===== src/sv/hdp_pkg.sv =====
`timescale 1ns / 1ps
// ----------------------------------------------------------------------------
// hdp_pkg - shared types and constants
// Configuration register map, queue entry layout and default parameters for
// the horizontal delta predictor.
// ----------------------------------------------------------------------------
package hdp_pkg;

    localparam int MAX_CHANNELS_DEF = 3;
    localparam int SAMPLE_BITS_DEF  = 16;

    localparam int BYTE_W     = 8;
    localparam int SPP_W      = 2;
    localparam int ROW_W      = 16;
    localparam int CFG_IDX_W  = 2;
    localparam int CFG_DATA_W = 16;

    // entries in the queue between front and back
    localparam int QUEUE_DEPTH = 2;

    localparam logic [BYTE_W-1:0] SIGN8 = 8'h80;

    typedef enum logic [CFG_IDX_W-1:0] {
        CFG_WIDE_SAMPLES = 2'd0,
        CFG_SAMPLES_PER_PIXEL = 2'd1,
        CFG_ROW_WIDTH = 2'd2
    } t_cfg_idx;

    typedef struct packed {
        logic             wide;
        logic [SPP_W-1:0] spp;
        logic [ROW_W-1:0] row;
    } t_cfg;

    // one finished sample: one byte (narrow) or two bytes (wide)
    typedef struct packed {
        logic              wide;
        logic [BYTE_W-1:0] lo;
        logic [BYTE_W-1:0] hi;
    } t_qent;

endpackage


===== src/sv/hdp_front.sv =====
`timescale 1ns / 1ps
// ----------------------------------------------------------------------------
// hdp_front - byte intake and prediction
// Assembles samples from bytes, subtracts the same channel's previous sample
// except at a row start, flips the sign bit and pushes finished samples into the queue.
// ----------------------------------------------------------------------------
module hdp_front #(
    parameter int MAX_CHANNELS = hdp_pkg::MAX_CHANNELS_DEF,
    parameter int SAMPLE_BITS  = hdp_pkg::SAMPLE_BITS_DEF
) (
    input  logic                        i_clk,
    input  logic                        i_rst_n,
    input  hdp_pkg::t_cfg               i_cfg,
    input  logic                        i_valid,
    input  logic [hdp_pkg::BYTE_W-1:0]  i_data,
    output logic                        o_ready,
    input  logic                        i_q_ready,
    output logic                        o_q_push,
    output hdp_pkg::t_qent              o_q_entry
);

    localparam logic [SAMPLE_BITS-1:0] SIGN_W = SAMPLE_BITS'(1) << (SAMPLE_BITS - 1);

    logic [SAMPLE_BITS-1:0]          r_prev [MAX_CHANNELS];
    logic [1:0]                      r_chan;
    logic [hdp_pkg::ROW_W-1:0]       r_col;
    logic [hdp_pkg::BYTE_W-1:0]      r_held;
    logic                            r_phase;

    logic [1:0]                      n_chan;
    logic [hdp_pkg::ROW_W-1:0]       n_col;

    logic                            accept;
    logic                            step;
    logic [2:0]                      ch_ext;
    logic [2:0]                      ch_sel;
    logic [2:0]                      spp_eff;
    logic [hdp_pkg::ROW_W-1:0]       row_eff;
    logic [SAMPLE_BITS-1:0]          prev;
    logic [SAMPLE_BITS-1:0]          sample;
    logic [SAMPLE_BITS-1:0]          res_w;
    logic [hdp_pkg::BYTE_W-1:0]      res_n;
    logic [15:0]                     res_w16;
    logic [1:0]                      chan_inc;
    logic [hdp_pkg::ROW_W-1:0]       col_inc;

    assign o_ready = i_q_ready;
    assign accept  = i_valid && o_ready;
    // a sample is complete on every narrow byte and on the high byte of a wide one
    assign step    = accept && (!i_cfg.wide || r_phase);

    assign ch_ext = {1'b0, r_chan};
    assign ch_sel = (ch_ext < 3'(MAX_CHANNELS)) ? ch_ext : 3'd0;

    always_comb begin
        if (i_cfg.spp == '0) begin
            spp_eff = 3'd1;
        end else if ({1'b0, i_cfg.spp} > 3'(MAX_CHANNELS)) begin
            spp_eff = 3'(MAX_CHANNELS);
        end else begin
            spp_eff = {1'b0, i_cfg.spp};
        end
        row_eff = (i_cfg.row == '0) ? hdp_pkg::ROW_W'(1) : i_cfg.row;
    end

    always_comb begin
        prev = '0;
        for (int i = 0; i < MAX_CHANNELS; i++) begin
            if (ch_sel == 3'(i)) begin
                prev = r_prev[i];
            end
        end
    end

    always_comb begin
        sample = i_cfg.wide ? SAMPLE_BITS'({i_data, r_held}) : SAMPLE_BITS'(i_data);
        res_w  = ((r_col == '0) ? sample : (sample - prev)) ^ SIGN_W;
        res_n  = ((r_col == '0) ? i_data : (i_data - prev[hdp_pkg::BYTE_W-1:0]))
                 ^ hdp_pkg::SIGN8;
        res_w16 = 16'(res_w);
    end

    always_comb begin
        o_q_push        = step;
        o_q_entry.wide  = i_cfg.wide;
        o_q_entry.lo    = i_cfg.wide ? res_w16[7:0] : res_n;
        o_q_entry.hi    = i_cfg.wide ? res_w16[15:8] : '0;
    end

    // channel / column advance
    always_comb begin
        chan_inc = r_chan + 2'd1;
        col_inc  = r_col + hdp_pkg::ROW_W'(1);
        n_chan   = chan_inc;
        n_col    = r_col;
        if ({1'b0, chan_inc} >= spp_eff) begin
            n_chan = '0;
            n_col  = (col_inc >= row_eff) ? '0 : col_inc;
        end
    end

    always_ff @(posedge i_clk) begin
        if (!i_rst_n) begin
            r_chan  <= '0;
            r_col   <= '0;
            r_held  <= '0;
            r_phase <= 1'b0;
        end else if (accept) begin
            if (!i_cfg.wide) begin
                r_phase <= 1'b0;
                r_held  <= '0;
            end else if (!r_phase) begin
                r_held  <= i_data;
                r_phase <= 1'b1;
            end else begin
                r_phase <= 1'b0;
            end
            if (step) begin
                r_chan <= n_chan;
                r_col  <= n_col;
            end
        end
    end

    always_ff @(posedge i_clk) begin
        for (int i = 0; i < MAX_CHANNELS; i++) begin
            if (!i_rst_n) begin
                r_prev[i] <= '0;
            end else if (step && ch_sel == 3'(i)) begin
                r_prev[i] <= sample;
            end
        end
    end

endmodule


===== src/sv/hdp_queue.sv =====
`timescale 1ns / 1ps
// ----------------------------------------------------------------------------
// hdp_queue - short sample queue
// Two-entry FIFO that decouples the predictor from the output sequencer.
// ----------------------------------------------------------------------------
module hdp_queue (
    input  logic            i_clk,
    input  logic            i_rst_n,
    input  logic            i_push,
    input  hdp_pkg::t_qent  i_entry,
    output logic            o_ready,
    input  logic            i_pop,
    output logic            o_valid,
    output hdp_pkg::t_qent  o_entry
);

    localparam int PTR_W = $clog2(hdp_pkg::QUEUE_DEPTH);
    localparam int CNT_W = $clog2(hdp_pkg::QUEUE_DEPTH + 1);

    hdp_pkg::t_qent     r_mem [hdp_pkg::QUEUE_DEPTH];
    logic [PTR_W-1:0]   r_wr;
    logic [PTR_W-1:0]   r_rd;
    logic [CNT_W-1:0]   r_cnt;

    assign o_ready = (r_cnt != CNT_W'(hdp_pkg::QUEUE_DEPTH));
    assign o_valid = (r_cnt != '0);
    assign o_entry = r_mem[r_rd];

    always_ff @(posedge i_clk) begin
        if (i_push) begin
            r_mem[r_wr] <= i_entry;
        end
    end

    always_ff @(posedge i_clk) begin
        if (!i_rst_n) begin
            r_wr  <= '0;
            r_rd  <= '0;
            r_cnt <= '0;
        end else begin
            if (i_push) begin
                r_wr <= (r_wr == PTR_W'(hdp_pkg::QUEUE_DEPTH - 1)) ? '0 : r_wr + PTR_W'(1);
            end
            if (i_pop) begin
                r_rd <= (r_rd == PTR_W'(hdp_pkg::QUEUE_DEPTH - 1)) ? '0 : r_rd + PTR_W'(1);
            end
            case ({i_push, i_pop})
                2'b10:   r_cnt <= r_cnt + CNT_W'(1);
                2'b01:   r_cnt <= r_cnt - CNT_W'(1);
                default: r_cnt <= r_cnt;
            endcase
        end
    end

endmodule


===== src/sv/hdp_back.sv =====
`timescale 1ns / 1ps
// ----------------------------------------------------------------------------
// hdp_back - output beat sequencer
// Splits queued samples into byte beats and holds them in an output register.
// ----------------------------------------------------------------------------
module hdp_back (
    input  logic                        i_clk,
    input  logic                        i_rst_n,
    input  logic                        i_q_valid,
    input  hdp_pkg::t_qent              i_q_entry,
    output logic                        o_q_pop,
    output logic                        o_valid,
    input  logic                        i_ready,
    output logic [hdp_pkg::BYTE_W-1:0]  o_data,
    output logic                        o_last
);

    logic                        r_valid;
    logic [hdp_pkg::BYTE_W-1:0]  r_data;
    logic                        r_last;
    logic                        r_beat;   // high byte of a wide sample is next

    logic                        n_valid;
    logic [hdp_pkg::BYTE_W-1:0]  n_data;
    logic                        n_last;
    logic                        n_beat;

    always_comb begin
        n_valid = r_valid;
        n_data  = r_data;
        n_last  = r_last;
        n_beat  = r_beat;
        o_q_pop = 1'b0;
        if (!r_valid || i_ready) begin
            n_valid = i_q_valid;
            if (i_q_valid) begin
                if (i_q_entry.wide && !r_beat) begin
                    n_data = i_q_entry.lo;
                    n_last = 1'b0;
                    n_beat = 1'b1;
                end else begin
                    n_data  = r_beat ? i_q_entry.hi : i_q_entry.lo;
                    n_last  = 1'b1;
                    n_beat  = 1'b0;
                    o_q_pop = 1'b1;
                end
            end
        end
    end

    always_ff @(posedge i_clk) begin
        if (!i_rst_n) begin
            r_valid <= 1'b0;
            r_beat  <= 1'b0;
        end else begin
            r_valid <= n_valid;
            r_beat  <= n_beat;
        end
    end

    always_ff @(posedge i_clk) begin
        r_data <= n_data;
        r_last <= n_last;
    end

    assign o_valid = r_valid;
    assign o_data  = r_data;
    assign o_last  = r_last;

endmodule


===== src/sv/horizontal_delta_predictor_unit.sv =====
`timescale 1ns / 1ps
// ----------------------------------------------------------------------------
// horizontal_delta_predictor_unit - horizontal differencing predictor
// Turns a raw image byte stream into sign-flipped horizontal differences.
// ----------------------------------------------------------------------------
// The unit takes one raw image byte per beat on the slave stream and runs at
// one byte per clock in both directions unless the queue or output stalls.
// Samples are one byte, or two bytes low byte first; channels of a pixel are
// interleaved. Each sample has the same channel's sample of the previous
// pixel in the row subtracted (modulo the sample width), the first pixel of a
// row passes unchanged, and the result has its sign bit inverted. A narrow
// sample yields one output beat with tlast set; a wide sample yields nothing
// on its low byte and two beats (low, then high with tlast) once its high
// byte arrives. The front end predicts in the accept cycle and pushes into a
// two-entry queue; the back end sequences beats into an output register.
// Configuration is written through the cfg channel (always ready); the user
// must write it only while the stream is idle, the block does not enforce it.
// Index 0 wide_samples, 1 samples_per_pixel, 2 row_width.
// ----------------------------------------------------------------------------
module horizontal_delta_predictor_unit #(
    parameter int MAX_CHANNELS = hdp_pkg::MAX_CHANNELS_DEF,
    parameter int SAMPLE_BITS  = hdp_pkg::SAMPLE_BITS_DEF
) (
    input  logic                            i_clk,
    input  logic                            i_rst_n,
    // configuration write channel
    input  logic                            i_cfg_valid,
    output logic                            o_cfg_ready,
    input  logic [hdp_pkg::CFG_IDX_W-1:0]   i_cfg_index,
    input  logic [hdp_pkg::CFG_DATA_W-1:0]  i_cfg_data,
    // input stream
    input  logic                            s_axis_tvalid,
    output logic                            s_axis_tready,
    input  logic [hdp_pkg::BYTE_W-1:0]      s_axis_tdata,   // [7:0] data_byte
    // output stream
    output logic                            m_axis_tvalid,
    input  logic                            m_axis_tready,
    output logic [hdp_pkg::BYTE_W-1:0]      m_axis_tdata,   // [7:0] out_byte
    output logic                            m_axis_tlast    // last_of_run
);

    logic                             r_wide;
    logic [hdp_pkg::SPP_W-1:0]        r_spp;
    logic [hdp_pkg::ROW_W-1:0]        r_row;
    hdp_pkg::t_cfg                    cfg;

    logic                             q_ready;
    logic                             q_push;
    hdp_pkg::t_qent                   q_in;
    logic                             q_valid;
    logic                             q_pop;
    hdp_pkg::t_qent                   q_out;

    assign o_cfg_ready = 1'b1;

    // configuration registers
    always_ff @(posedge i_clk) begin
        if (!i_rst_n) begin
            r_wide <= 1'b0;
            r_spp  <= hdp_pkg::SPP_W'(1);
            r_row  <= hdp_pkg::ROW_W'(1);
        end else if (i_cfg_valid && o_cfg_ready) begin
            case (hdp_pkg::t_cfg_idx'(i_cfg_index))
                hdp_pkg::CFG_WIDE_SAMPLES:      r_wide <= i_cfg_data[0];
                hdp_pkg::CFG_SAMPLES_PER_PIXEL: r_spp  <= i_cfg_data[hdp_pkg::SPP_W-1:0];
                hdp_pkg::CFG_ROW_WIDTH:         r_row  <= i_cfg_data[hdp_pkg::ROW_W-1:0];
                default: ;
            endcase
        end
    end

    always_comb begin
        cfg.wide = r_wide;
        cfg.spp  = r_spp;
        cfg.row  = r_row;
    end

    hdp_front #(
        .MAX_CHANNELS (MAX_CHANNELS),
        .SAMPLE_BITS  (SAMPLE_BITS)
    ) u_front (
        .i_clk     (i_clk),
        .i_rst_n   (i_rst_n),
        .i_cfg     (cfg),
        .i_valid   (s_axis_tvalid),
        .i_data    (s_axis_tdata),
        .o_ready   (s_axis_tready),
        .i_q_ready (q_ready),
        .o_q_push  (q_push),
        .o_q_entry (q_in)
    );

    hdp_queue u_queue (
        .i_clk   (i_clk),
        .i_rst_n (i_rst_n),
        .i_push  (q_push),
        .i_entry (q_in),
        .o_ready (q_ready),
        .i_pop   (q_pop),
        .o_valid (q_valid),
        .o_entry (q_out)
    );

    hdp_back u_back (
        .i_clk     (i_clk),
        .i_rst_n   (i_rst_n),
        .i_q_valid (q_valid),
        .i_q_entry (q_out),
        .o_q_pop   (q_pop),
        .o_valid   (m_axis_tvalid),
        .i_ready   (m_axis_tready),
        .o_data    (m_axis_tdata),
        .o_last    (m_axis_tlast)
    );

endmodule


===== config.mk =====
export PLATFORM = sky130hd
export DESIGN_NAME = horizontal_delta_predictor_unit
export DESIGN_NICKNAME = d
export VERILOG_FILES = /design/src/sv/hdp_pkg.sv /design/src/sv/hdp_front.sv /design/src/sv/hdp_queue.sv /design/src/sv/hdp_back.sv /design/src/sv/horizontal_delta_predictor_unit.sv
export SDC_FILE = /design/constraint.sdc
export NUM_CORES = 1
export LEC_CHECK = 0
export ABC_AREA = 1
export BUFFER_PORTS_ARGS = -buffer_cell sky130_fd_sc_hd__buf_4
export CORE_UTILIZATION = 60
export CTS_CLUSTER_DIAMETER = 50
export CTS_CLUSTER_SIZE = 16
export DETAILED_ROUTE_END_ITERATION = 6
export GPL_TIMING_DRIVEN = 0
export PLACE_DENSITY = 0.89
export RECOVER_POWER = 25
export SLEW_MARGIN = 20
export SYNTH_ARGS = -nofsm -noshare
export SYNTH_HDL_FRONTEND = slang
export SYNTH_HIERARCHICAL = 1
export SYNTH_SLANG_ARGS = --single-unit

===== constraint.sdc =====
create_clock -name i_clk -period 5.99 [get_ports i_clk]
set_input_delay 0.8985 -clock i_clk [delete_from_list [all_inputs] [get_ports i_clk]]
set_output_delay 0.8985 -clock i_clk [all_outputs]
set_load 0.005 [all_outputs]

* Word-level counts from Yosys, hierarchy flattened
Memory sizes are Yosys's and may differ from the RTL's. A register that Yosys moved wholly into a read port is not among the register bits. Cells that the tools add are included.
Operators by class: $add $sub $neg 8, magnitude comparators 3, eq/ne operators 8, muxes and demuxes 43, bitwise operators 5, reduce and logical (&&, ||, !) cells 25
Operators by type and width (count):
- 2-to-1 mux 16 bit | 10
- 2-to-1 mux 8 bit | 7
- zero test 16 bit | 2
- 2-to-1 mux 1 bit | 22
- adder 16 x 1 -> 16 bit (second input constant) | 1
- >= comparator 16 bit | 1
- subtractor 16 bit | 1
- AND reduction 2 bit | 6
- subtractor 8 bit | 1
- logical AND 1 bit | 6
- 2-to-1 mux 2 bit | 3
- adder 2 x 1 -> 2 bit (second input constant) | 2
- equality test 2 x 1 -> 1 bit (second input constant) | 2
- equality test 2 bit (second input constant) | 2
- zero test 2 bit | 2
- inequality test 2 bit (second input constant) | 2
- case mux 2 bit (2 select lines) | 1
- nonzero test 2 bit | 2
- equality test 3 x 1 -> 1 bit (second input constant) | 1
- equality test 3 x 2 -> 1 bit (second input constant) | 1
- zero test 1 bit | 3
- zero test 3 bit | 1
- OR 1 bit | 3
- AND reduction 3 bit | 1
- 6 further kinds | 9
Word-level totals: register bits after elaboration 61, memory bits (writable) 82, bits of input ports 31, output and inout bits 12, logic and storage cells 108, memories kept 2
Memories:
- u_front.r_prev | depth 3, width 16, read ports 3, clocked after memory_dff 0, write ports 3, RTL line hdp_front.sv:24 | logic [SAMPLE_BITS-1:0] r_prev [MAX_CHANNELS];
- u_queue.r_mem | depth 2, width 17, read ports 1, clocked after memory_dff 1, write ports 1, RTL line hdp_queue.sv:20 | hdp_pkg::t_qent r_mem [hdp_pkg::QUEUE_DEPTH];

* Longest topological paths before layout
Gate-level depths: netlist of run 1.
depth after elaboration 10, gate-level depth with buffers 19, depth with buffers taken out 18

* By module
The synthesis of run 1 kept the hierarchy.
By module, submodules not included:
- hdp_front | times used 1, cells an instance 826, area each 5866.9 um^2, sequential area each 1981.9 um^2
- hdp_queue | times used 1, cells an instance 87, area each 1506.4 um^2, sequential area each 1121.1 um^2
- horizontal_delta_predictor_unit | times used 1, cells an instance 122, area each 838.3 um^2, sequential area each 380.4 um^2
- hdp_back | times used 1, cells an instance 48, area each 488.0 um^2, sequential area each 310.3 um^2

* Worst setup path after synthesis of run 1
OpenSTA, ideal clock, no wires.
kind input to register, start input port s_axis_tvalid, end memory u_front/r_prev[0][0] (netlist bit) (enable), setup time 0.411 ns, arrival 2.493 ns, data required time 5.579 ns, path slack 3.086 ns, stages on the path 4, path buffers 0, cell sequence nand2_1 a21oi_4 inv_1 o21ai_0
RTL lines:
- start, declared | RTL line horizontal_delta_predictor_unit.sv:32 | input logic s_axis_tvalid,
- end, declared | RTL line hdp_front.sv:24

==> results.cfg, run 1 <==
[run_status]
status = finished clean

[timing]
timing.final.crit_share_pct = 61.9
slew_violations = 0
fin_crit_ps = 3700
setup_viol = 0
fmax_mhz = 270
skew_ps = 11.3
setup_tns_ps = 0
slew-limit-headroom_pct = 39.8
hold_violations = 0
rsz0062_at_grt = no
worstMarginPinSlew_ps = 902

[power_and_ir_drop]
powerDensity_nw_per_um2 = 369
pwr-share-comb_pct = 31.6
power.share.clock_pct = 32.4
power.internal_mw = 2.42
p_sw_mw = 1.20
p_leak_nw = 4.57
vdd_ir_drop_max_uv = 223
p_seq_share_pct = 36.0
switching_share_pct = 33.1

[cts]
cts-buffers-inserted = 17
post_cts_buffers = 0
postCtsHoldBufs = 0
cts.sinks = 144
clk_transition_reported_paths_ps = 60
cts_buffer_depth = 2
clock_latency_ps = 430
root_buffer = clkbuf_16
cts-resized-gates = 0
tritoncts = yes
htree_levels = 4

[final_layout]
layoutNonFillerInstCount = 1338
multi_input_area_um2 = 4000
fill_cells = 1044
final_core_util_pct = 70.2
n_antenna_cell = 0
drive_gt1_share_pct = 12.7
final_net_count = 1223
final_cell_area_um2 = 9830
syn2layout_area_growth_pct = 12.9
register_area_um2 = 3790

[placed_design]
placed_cell_area_um2 = 9270
gp_congestion = 0.933
io_buffers = 41
dp_hpwl_um = 14800
dp.cells = 1306

[worst_setup_path]
critPathKind = reg2reg
worstPathMaxFanout = 10
worst_setup_path_end_kind = flop
cp.required_ps = 6150
rrSetupSlack_ps = 2290
start_kind = flop
cp.arrival_ps = 3860

[floorplan]
rows = 43
dieWidth_um = 122
die_area_um2 = 15000
core-area_um2 = 14000
initial_utilization_pct = 62.2
die_h_um = 122
io-pin-count = 43

[synthesis]
yosys-top-cells-area = edfxtp_1 31%, nand2_1 12%, dfxtp_1 12%
ys_ff_latch = 144
yosysWarnings = 6
synth_top_area_share_pct = 31.4
ys.flop_type = edfxtp_1
synthesis.area_um2 = 8700
synth_nets = 1161
ys_types = 49
synthArstFlopShare_pct = 0
yosys.area.top_type = edfxtp_1
synth_edf_count = 91
syn_area_per_cell_um2 = 8.03
synthCells = 1083
yosysSeqAreaShare_pct = 43.6

[global_route]
overflow = 0
grt_usage_pct = 28.0
antenna_found_initial = 0
grt_pass1_wl_um = 31900
grt_pass1_vias = 6804
grt_max_degree = 18

[routing]
drt-wirelength-per-cell_um = 14.9
finalWirelength_um = 19900
drt_iter0_markers = 694
post_drt_via_cell_ratio = 5.53
drtPass1Iterations = 6
drc = 0
dr_total_vias = 7405
antenna_left = 0

[worst_hold_path]
hold_class = reg2reg

[job]
cap_violations = 0
synthesized netlist by cell type, types with 6 or more instances:
library cell / number
mux2_4: 10
nand3_1: 61
o21ai_0: 33
buf_6: 11
edfxtp_1: 91
xor2_1: 12
nand2_1: 283
buf_2: 6
a21oi_1: 63
nor2_2: 6
or2_2: 12
ha_1: 45
mux2_2: 7
inv_1: 154
buf_4: 6
nand4_1: 16
dfxtp_1: 53
nor2_1: 129
a22oi_1: 13
clkbuf_1: 8
nand2_2: 6
metrics by stage:
stage	hold WS (ps)	setup WS, ps	power [mW]
floorplan	421	3090	2.18
global placement	439	2310	2.44
detailed placement	452	2480	2.50
CTS	462	2390	3.68
global route	485	2070	3.82
finish	462	2290	3.62
critical path, stage by stage, from the launching register on:
cell,delay (ps)
dfxtp_1,370
inv_1,100
ha_1,340
inv_1,120
nor2_2,210
clkbuf_1,460
a22oi_1,190
nand2_1,120
o21ai_0,140
ha_1,390
nand2_1,130
inv_1,60
nand2_1,60
nand2_1,60
a21oi_1,310
nand2_1,110
nand2_1,70
nand3_1,70
nand2_1,80
nor2_1,50
flip-flops by register name (all words and copies together), names as in the netlist, named ones only:
signal,count
u_queue/r_rd,1
u_front/r_col,16
u_back/o_data,8
u_front/r_phase,1
u_front/r_prev,48
u_queue/r_cnt,2
u_back/o_last,1
r_row,16
u_back/o_valid,1
u_back/r_beat,1
u_front/r_held,8
u_queue/r_mem,34
u_front/r_chan,2
r_wide,1
r_spp,2
u_queue/r_wr,1
logic make-up after synthesis:
group	Yosys count	share of synthesized area, %
compound gates	128	8.37
mux	17	2.63
other cells	1	0.0431
buf+inv	193	10.1
fa+ha+maj	47	6.93
flops	144	43.6
xor+xnor	18	1.98
simple gates	535	26.3
path summary, 6_finish.rpt:
path                                        from                        endpoint  cells past startpoint
hold reg to reg   u_front/r_held[0]$_SDFFE_PN0P_  u_front/r_held[0]$_SDFFE_PN0P_                      2
setup reg to reg  u_front/r_chan[0]$_SDFFE_PN0P_   u_queue/r_mem[1][7]$_DFFE_PP_                     19
setup / recovery  u_front/r_chan[0]$_SDFFE_PN0P_   u_queue/r_mem[1][7]$_DFFE_PP_                     19
hold / removal    u_front/r_held[0]$_SDFFE_PN0P_  u_front/r_held[0]$_SDFFE_PN0P_                      2
final cells by class:
class / count / share of cell area, %
well taps: 180 / 2.29
inverters: 158 / 6.11
plain buffers: 35 / 2.43
multi-input cells: 746 / 40.7
clock buffers: 18 / 4.37
flip-flops and latches: 144 / 38.6
clock inverters: 14 / 2.30
repair buffers: 43 / 3.21
layout by cell type (no fill, tap or decap), types with 13 or more instances in the layout:
cell | netlist | final
inv_1 | 154 | 154
a22oi_1 | 13 | 13
clkbuf_16 | 0 | 17
nor2_1 | 129 | 128
buf_4 | 6 | 33
nand2_1 | 283 | 283
o21ai_0 | 33 | 31
ha_1 | 45 | 45
nand3_1 | 61 | 62
a21oi_1 | 63 | 64
dfxtp_1 | 53 | 53
nand4_1 | 16 | 16
edfxtp_1 | 91 | 91
clkbuf_1 | 8 | 17
metal layers:
layer / routed length, um / vias up / global-route usage (%)
li1: - / 3636 / -
met1: 8130 / 3417 / 34.5
met2: 9620 / 300 / 46.8
met3: 1560 / 52 / 5.20
met4: 585 / 0 / 13.8
met5: 0 / - / 0
power by group through the flow:
| stage | registers [mW] | clock network [mW] | logic [mW] |
|---|---|---|---|
| 6_report | 1.31 | 1.17 | 1.14 |
| 4_1_cts | 1.31 | 1.18 | 1.19 |
| 5_1_grt | 1.32 | 1.22 | 1.28 |
| 3_3_place_gp | 1.32 | 0 | 1.12 |
| 3_5_place_dp | 1.33 | 0 | 1.17 |
| 2_1_floorplan | 1.32 | 0 | 0.860 |
Power figures use the tool's default switching activity.
==> run 2, diff against run 1 <==
--- a/config.mk
+++ b/config.mk
@@ -7,12 +7,12 @@
 export LEC_CHECK = 0
 export ABC_AREA = 1
 export BUFFER_PORTS_ARGS = -buffer_cell sky130_fd_sc_hd__buf_4
-export CORE_UTILIZATION = 60
+export CORE_UTILIZATION = 56
 export CTS_CLUSTER_DIAMETER = 50
 export CTS_CLUSTER_SIZE = 16
 export DETAILED_ROUTE_END_ITERATION = 6
 export GPL_TIMING_DRIVEN = 0
-export PLACE_DENSITY = 0.89
+export PLACE_DENSITY = 0.88
 export RECOVER_POWER = 25
 export SLEW_MARGIN = 20
 export SYNTH_ARGS = -nofsm -noshare
==> constraint.sdc (replaced) <==
create_clock -name i_clk -period 3.4 [get_ports i_clk]
set_input_delay 0.51 -clock i_clk [delete_from_list [all_inputs] [get_ports i_clk]]
set_output_delay 0.51 -clock i_clk [all_outputs]
set_load 0.005 [all_outputs]
==> results.cfg, run 2 (synthesis gave the netlist of run 1 again) <==
[final_layout]
final_cell_mix = 283 x nand2_1, 153 x inv_1, 128 x nor2_1, 91 x edfxtp_1, 62 x nand3_1
syn2layout_area_growth_pct = 13.4
largest_register_ffs = 48
drive_gt1_share_pct = 14.2
reg_top3 = u_front/r_prev: 48 flops, u_queue/r_mem: 34 flops
n_antenna_cell = 0
largest-register = u_front/r_prev
layoutNonFillerInstCount = 1346
final_common_cell = nand2_1
final_net_count = 1223
final_cell_area_um2 = 9860

[routing]
finalWirelength_um = 20300
top_layer = met4
post_drt_via_cell_ratio = 5.46
wl_met1_um = 8560
wl_met2_um = 9770
wl_met3_um = 1250
drt_iter0_markers = 578
antenna_left = 0
drt-wirelength-per-cell_um = 15.1
drtPass1Iterations = 6
drc = 0
dr_total_vias = 7348

[cts]
cts.sinks = 144
tritoncts = yes
clock_latency_ps = 430
htree_levels = 4
cts_buffer_depth = 2
cts-buffers-inserted = 17
clk_transition_reported_paths_ps = 60
root_buffer = clkbuf_16
postCtsHoldBufs = 0

[global_route]
antenna_found_initial = 0
grt_pass1_vias = 6855
grt_max_degree = 18
grt_pass1_wl_um = 32300
grt_usage_pct = 26.0
overflow = 0

[worst_hold_path]
worstHoldEndpoint = r_row[11]$_SDFFE_PN0P_
hold_start = i_cfg_data[11]
hold_class = in2reg
hold_depth = 3

[timing]
slew-limit-headroom_pct = 40.8
fin_crit_ps = 3250
skew_ps = 9.44
worstMarginPinSlew_ps = 887
setup_tns_ps = 0
fmax_mhz = 308
setup_viol = 0
timing.final.crit_share_pct = 95.6
slew_violations = 0
hold_violations = 0

[floorplan]
die_h_um = 127
initial_utilization_pct = 57.2
io-pin-count = 43
die_area_um2 = 16000
dieWidth_um = 127
rows = 45
core-area_um2 = 15200

[worst_setup_path]
worstRegToRegCells = 18
worst_setup_path_end_kind = flop
cp.arrival_ps = 3400
cp.required_ps = 3550
rrSetupSlack_ps = 150
timing.rr.start = u_front/r_chan[0]$_SDFFE_PN0P_
critPathKind = reg2reg
start_kind = flop
worstPathMaxFanout = 10
r2r-end = u_queue/r_mem[1][7]$_DFFE_PP_

[power_and_ir_drop]
power.share.clock_pct = 30.6
p_leak_nw = 4.56
design_power_total_mw = 6.28
vdd_ir_drop_max_uv = 453
p_sw_mw = 2.14
pwr-share-comb_pct = 32.8
power.internal_mw = 4.14
switching_share_pct = 34.0
powerDensity_nw_per_um2 = 636
p_seq_share_pct = 36.6

[job]
cap_violations = 0

[placed_design]
io_buffers = 41
gp_congestion = 0.936
dp_hpwl_um = 14800
dp.cells = 1314
placed_cell_area_um2 = 9280

[run_status]
status = finished clean
[run 2: cell count changes in the layout (fill, tap and decap cells not counted), moves of 3 or more]
| cell | previous run | this run |
|---|---|---|
| a21oi_2 | 0 | 8 |
| clkbuf_1 | 17 | 14 |
| clkbuf_4 | 10 | 13 |
| a21oi_1 | 64 | 56 |
[run 2: worst max path at each step]
stage          slack [ps]                             end                            from
3_3_place_gp           -3   u_queue/r_mem[1][2]$_DFFE_PP_  u_front/r_chan[0]$_SDFFE_PN0P_
2_1_floorplan         530  u_queue/r_mem[0][14]$_DFFE_PP_  u_front/r_chan[0]$_SDFFE_PN0P_
6_report              150   u_queue/r_mem[1][7]$_DFFE_PP_  u_front/r_chan[0]$_SDFFE_PN0P_
5_1_grt               -50   u_queue/r_mem[1][3]$_DFFE_PP_  u_front/r_chan[0]$_SDFFE_PN0P_
3_5_place_dp          -60  u_queue/r_mem[1][14]$_DFFE_PP_  u_front/r_chan[0]$_SDFFE_PN0P_
4_1_cts                20  u_queue/r_mem[1][14]$_DFFE_PP_  u_front/r_chan[0]$_SDFFE_PN0P_
[run 2: layout make-up]
type	instances	area [um2]
multi-input cells	746	4060
clock buffers	18	429
well taps	188	235
inverters	158	601
plain buffers	35	244
clock inverters	14	181
flip-flops and latches	144	3790
repair buffers	43	323
fillers	1224	5340
[run 2: layer usage]
layer / GRT usage (%) / vias to the layer above
li1: - / 3632
met1: 31.8 / 3372
met2: 44.0 / 288
met3: 4.72 / 56
met4: 13.5 / 0
met5: 0 / -
[run 2: critical path, cell delays in order (launching register included)]
cell and delay, ps:
dfxtp_1 360, inv_1 90, ha_1 360, inv_2 90
nor2_4 150, clkbuf_4 240, a22oi_1 90, nor2_1 140
a21oi_2 70, ha_1 410, nand2_1 110, nor2_1 130
nand3_1 100, nand2_1 180, nand2_1 150, nand3_1 110
nand3_1 80, nand2_1 60, nor2_1 40
[run 2: power groups by stage]
stage	sequential, mW	combinational (mW)	clock [mW]
2_1_floorplan	2.32	1.52	0
3_3_place_gp	2.32	1.98	0
3_5_place_dp	2.34	2.05	0
4_1_cts	2.30	2.08	1.94
5_1_grt	2.32	2.29	2.01
6_report	2.30	2.06	1.92
[run 2: what timing repair did]
action / in CTS / in global routing
setup endpoints to repair: 20 / 24
cloned: 0 / 0
gates resized for setup: 2 / 15
setup buffers: 0 / 0
hold endpoints to repair: 0 / 0
[run 2: metrics by stage]
stage                     setup WS [ps]  utilization, %  hold slack (ps)
after CTS                          19.7            65.1              292
after detailed placement          -64.3            61.0              452
after global placement            -3.18            60.8              439
after floorplan                     529               -              421
after global routing              -46.1            64.9              318
final                               150            64.9              298
